<file path="config.mk">
export PLATFORM = sky130hd
export DESIGN_NAME = sk_cell
export DESIGN_NICKNAME = d
export VERILOG_FILES = /design/src/hw/rtl/sk_pkg.sv /design/src/hw/rtl/sk_cell.sv
export SDC_FILE = /design/constraint.sdc
export NUM_CORES = 1
export LEC_CHECK = 0
export BUFFER_PORTS_ARGS = -buffer_cell sky130_fd_sc_hd__buf_2
export CORE_UTILIZATION = 48
export DETAILED_ROUTE_END_ITERATION = 12
export PLACE_DENSITY = 0.86
export SLEW_MARGIN = 20
export SYNTH_ARGS = -nofsm -noshare
export SYNTH_HDL_FRONTEND = slang
export SYNTH_SLANG_ARGS = --single-unit
</file>
<file path="constraint.sdc">
create_clock -name clock -period 5.25 [get_ports clock]
set_input_delay 0.525 -clock clock [delete_from_list [all_inputs] [get_ports clock]]
set_output_delay 0.525 -clock clock [all_outputs]
set_load 0.02 [all_outputs]
</file>
<file path="src/hw/rtl/sk_pkg.sv">
// Shared types and constants for the sorted key list.
`timescale 1ns / 1ps
package sk_pkg;

   // Operation codes carried in the request mode field
   localparam logic [2:0] MODE_INSERT    = 3'd0;
   localparam logic [2:0] MODE_RM_FIRST  = 3'd1;
   localparam logic [2:0] MODE_RM_LAST   = 3'd2;
   localparam logic [2:0] MODE_RM_KEY    = 3'd3;
   localparam logic [2:0] MODE_LOOKUP    = 3'd4;
   localparam logic [2:0] MODE_CLEAR     = 3'd5;

   localparam int KEY_W = 32;
   localparam int POS_W = 6;
   localparam int CNT_OUT_W = 7;

   typedef struct packed {
      logic [2:0]              mode;
      logic signed [KEY_W-1:0] key;
   } req_type;

   typedef struct packed {
      logic                    ok;
      logic [POS_W-1:0]        position;
      logic signed [KEY_W-1:0] removed_key;
      logic [CNT_OUT_W-1:0]    count;
      logic                    full_res;
      logic                    empty_res;
   } rsp_type;

   // Broadcast control from the sequencer to every cell
   typedef struct packed {
      logic cmp_en;   // latch compare flags against the request key
      logic ins_en;   // ordered insert
      logic pop_en;   // shift everything one slot toward the head
      logic rmk_en;   // close the gap at the first matching slot
   } cell_ctl_type;

   // Compare flags a cell shares with its neighbors
   typedef struct packed {
      logic occ;
      logic le;
      logic match;
   } cell_flag_type;

   // One-hot markers a cell raises for the slot selector
   typedef struct packed {
      logic ins_slot;
      logic first;
      logic last;
   } cell_hit_type;

   typedef enum logic [1:0] {
      ST_IDLE  = 2'b01,
      ST_APPLY = 2'b10
   } state_type;

endpackage

</file>
<file path="src/hw/rtl/sk_cell.sv">
// One slot of the sorted list: holds a key, compares and shifts with its neighbors.
`timescale 1ns / 1ps
module sk_cell #(
   parameter int CNT_W = 7,
   parameter int SLOT  = 0
) (
   input  logic                           clock,
   input  sk_pkg::cell_ctl_type           ctl,
   input  logic signed [sk_pkg::KEY_W-1:0] key,
   input  logic [CNT_W-1:0]               count,
   input  logic signed [sk_pkg::KEY_W-1:0] left_key,
   input  logic signed [sk_pkg::KEY_W-1:0] right_key,
   input  sk_pkg::cell_flag_type          prev_flag,
   input  sk_pkg::cell_flag_type          next_flag,
   output logic signed [sk_pkg::KEY_W-1:0] entry,
   output sk_pkg::cell_flag_type          flag,
   output sk_pkg::cell_hit_type           hit
);
   import sk_pkg::*;

   logic signed [KEY_W-1:0] entry_ff, entry_in;
   cell_flag_type           flag_ff;
   logic                    lt_ff;
   logic                    occ_now;

   assign occ_now = (CNT_W'(SLOT) < count);

   // Compare flags latched when a request is taken
   always_ff @(posedge clock) begin
      if (ctl.cmp_en) begin
         flag_ff.occ   <= occ_now;
         flag_ff.le    <= occ_now && (entry_ff <= key);
         flag_ff.match <= occ_now && (entry_ff == key);
         lt_ff         <= occ_now && (entry_ff < key);
      end
   end

   // Next key: keep, take the new key, or take a neighbor's key
   always_comb begin
      entry_in = entry_ff;
      if (ctl.ins_en) begin
         if (flag_ff.le) begin
            entry_in = entry_ff;
         end else if (prev_flag.le) begin
            entry_in = key;
         end else begin
            entry_in = left_key;
         end
      end else if (ctl.pop_en) begin
         entry_in = right_key;
      end else if (ctl.rmk_en && !lt_ff) begin
         entry_in = right_key;
      end
   end

   always_ff @(posedge clock) begin
      entry_ff <= entry_in;
   end

   assign entry        = entry_ff;
   assign flag         = flag_ff;
   assign hit.ins_slot = prev_flag.le && !flag_ff.le;
   assign hit.first    = flag_ff.match && !prev_flag.match;
   assign hit.last     = flag_ff.occ && !next_flag.occ;

endmodule

</file>
# Word-level counts from Yosys, hierarchy flattened
# Index checks and enable logic that the tools add are counted.
# totals
regBits,36
word_cells,28
in_bits,114
# classes
magnitude_cmp,3
n_mux,5
n_eq_ne,2
reduce_logical,13
# op_table
op,count
32-bit 2-to-1 mux,5
32-bit == test,1
32-bit less-or-equal comparator,1
32-bit < comparator,1
1-bit logical AND,7
"1-bit by 7-bit < comparator with 1-bit output, first input constant",1
1-bit zero test,4
3-bit nonzero test,1
"2-bit inequality test, second input constant",1
2-bit AND reduction,1

# Depth between registers and ports, before layout
# logic_depth
depth_word,5
mapped_depth,8

# Least setup slack after synthesis
# Ideal clock, no wire load.
# synth_path
kind,in2reg
start,input port ctl[2] (netlist name)
end,register entry_ff[0] (netlist: entry[0]) (enable)
setup_time_ps,432
path_stages,3
arrival_time_ps,2508
setup_slack_ps,2310
path_cell_list,clkbuf_1 > clkbuf_1 > a21oi_1
# synth_via
elab_chain_len,2
word_cells_on_any_way,3
# synth_rtl
element,line,rtl
start: declaration,sk_cell.sv:8,"input sk_pkg::cell_ctl_type ctl,"
2-bit inequality test (no line) / 3-bit nonzero test (equally long branches),--,
2-bit AND reduction (no line) (*),--,
end signal: assignment,sk_cell.sv:57,entry_ff <= entry_in;
end: declaration,sk_cell.sv:21,"logic signed [KEY_W-1:0] entry_ff, entry_in;"
# Mark *: on every way between the ends. The rest lies on a longest branch, timed or not.
# A chain may end at the register's enable or synchronous reset.

==> results.cfg <==
[logic_synthesis]
synthesis.area_um2 = 2650
synth_nets = 418
ys_seq_area_frac = 0.409
ys_types = 26
synth-edff-count = 36
syn_inst = 272
synth_common_cells = 45 x a21oi_1, 36 x edfxtp_1, 34 x inv_1
yosysMostFrequentCell = a21oi_1
synth_area_leaders = edfxtp_1 41%, ha_1 15%, mux2i_1 12%, a21oi_1 8.5%, inv_1 4.8%
synth_area_per_cell_um2 = 9.72
ys_ff_latch = 36
yosysTopAreaCellShare = 0.409
synth_area_leader_cell = edfxtp_1
ys.flop_type = edfxtp_1
synth_warnings = 0
synthArstFlopShare = 0

[sta]
tns_ns = 0
final_hold_viol_count = 0
fmax_mhz = 457
min_period_over_period = 0.417
period_needed_ns = 2.19
slew_headroom = 0.286
tightest_slew_ns = 1.07
finalSetupViolations = 0
fin_skew_ns = 0.00673
rsz0062_at_grt = no
drv_slew = 0

[power]
power_mw = 0.846
power_density_nw_per_um2 = 240
vdd_drop_max_mv = 0.168
leakagePower_nw = 1.83

[global_routing]
grtUsageTotal = 0.236
grt-ovfl-total = 0
antenna_found_initial = 0
grt_pass1_vias = 2429
grt_pass1_wl_um = 10800
grt_max_degree = 66

[critical_path]
worstReg2RegStart = entry[7]
r2r-end = lt_ff
cp-end-kind = primary output
crit_end = hit[2]
rr_worst_depth = 7
cp.required_ns = 4.72
critPathKind = in -> out
cp_max_fo = 33
cp-startpoint = prev_flag[1]
cp-start-kind = input pin
rrSetupSlack_ns = 3.10
arrival_ns = 1.66

[die]
num_rows = 26
core_um2 = 5200
die_y_um = 76.2
die-area_um2 = 5810
start_util = 0.508
io_pins = 152
die_x_um = 76.2

[clocking]
clkSinkCount = 36
clk_path_buf_depth = 2
worstSkewPairLatency_ns = 0.28
cts-resized-gates = 0
cts-root-buf = clkbuf_8
ctsHoldBuffers = 0
cts_setup_buffers = 0
cts_tree = yes
cts.clk_slew.worst_paths_ns = 0.07
h-tree-depth = 2
cts-buffers-inserted = 5

[finish]
area_growth_pct = 33.2
instances_no_fill = 487
fillers = 454
n_antenna_cell = 0
drive_gt1_frac = 0.376
finalNetCount = 563

[placement]
portBuffers = 148
place_inst = 480
dpl.hpwl_um = 5320
gp_congestion = 0.787

[outcome]
run_status = completed

[hold_path]
worstHoldPathType = in -> reg

[detailed_routing]
wl_um = 6650
drc_errors = 0
vias = 2517
viasPerCell = 5.17
wire_per_inst_um = 13.6
drtPass1Iterations = 4
final_antenna_net_count = 0
first_iter_violations = 87

[run]
maxCapViolations = 0
==> placed cells by master (no fill, tap or decap), types with 2 or more instances in the layout <==
master,n
clkbuf_8,5
nand2_1,8
nor3_1,3
nand3_1,6
buf_2,148
clkinv_1,2
a211oi_1,2
ha_1,32
o21ai_0,3
nor2_1,33
edfxtp_1,36
mux2i_1,33
inv_1,34
a21o_1,4
nor2b_1,4
nand4_1,7
a21oi_1,44
nor4_1,2
==> power breakdown <==
part | internal [mW] | leakage, nW | switching (mW) | total, mW
clock network | 0.0875 | 0.0391 | 0.0913 | 0.179
registers | 0.364 | 0.354 | 0.0182 | 0.382
logic | 0.118 | 1.43 | 0.167 | 0.285
==> cell type report <==
class / count / area, um^2 / share of cell area
tap: 70 / 87.6 / 0.0249
multi-input combinational: 191 / 1400 / 0.398
clock inverter: 2 / 7.51 / 0.00213
sequential: 36 / 1080 / 0.307
clock buffer: 5 / 68.8 / 0.0195
timing repair buffer: 149 / 748 / 0.212
inverter: 34 / 128 / 0.0362
==> registers in the layout (all words and copies together) (netlist names) <==
register / cells
flag: 3
entry: 32
lt_ff: 1
==> critical path: stages <==
cell and delay, ns:
buf_2 0.74, nor2b_1 0.21, buf_2 0.17
==> logic make-up (layout without fill, tap and decap cells) <==
group / count (synthesis) / count (layout) / share of synthesized area
adder cells (fa/ha/maj): 32 / 32 / 0.151
AND/OR/NAND/NOR: 66 / 66 / 0.116
multiplexers: 33 / 33 / 0.125
AO/OA/AOI/OAI: 60 / 60 / 0.133
flip-flops: 36 / 36 / 0.409
buffers and inverters: 45 / 190 / 0.0653
==> how the worst min path moves through the flow <==
stage / startpoint / to / slack (ns) / depth (start not counted)
6_report: ctl[3] / lt_ff / 0.49 / 1
5_1_grt: ctl[3] / lt_ff / 0.48 / 1
4_1_cts: ctl[3] / flag[1] / 0.49 / 1
3_5_place_dp: ctl[3] / lt_ff / 0.79 / 1
3_3_place_gp: ctl[3] / flag[1] / 0.78 / 1
2_1_floorplan: ctl[3] / flag[0] / 0.64 / 0
==> metrics by stage <==
stage	util	hold WS, ns	worst slack [ns]	cell area, um^2
after floorplan	-	0.637	2.31	2650
after global placement	0.662	0.783	2.87	3450
after detailed placement	0.662	0.785	2.81	3450
after CTS	0.677	0.485	3.05	3520
after global routing	0.677	0.479	2.96	3520
final	0.677	0.492	3.06	3520
==> layer usage <==
layer | GRT usage | vias to the layer above | wire [um]
met4 | 0.0962 | 0 | 150
li1 | - | 1273 | -
met2 | 0.442 | 95 | 3520
met5 | 0 | - | 0
met3 | 0.0515 | 12 | 333
met1 | 0.253 | 1137 | 2640
(Power assumes the default switching activity.)
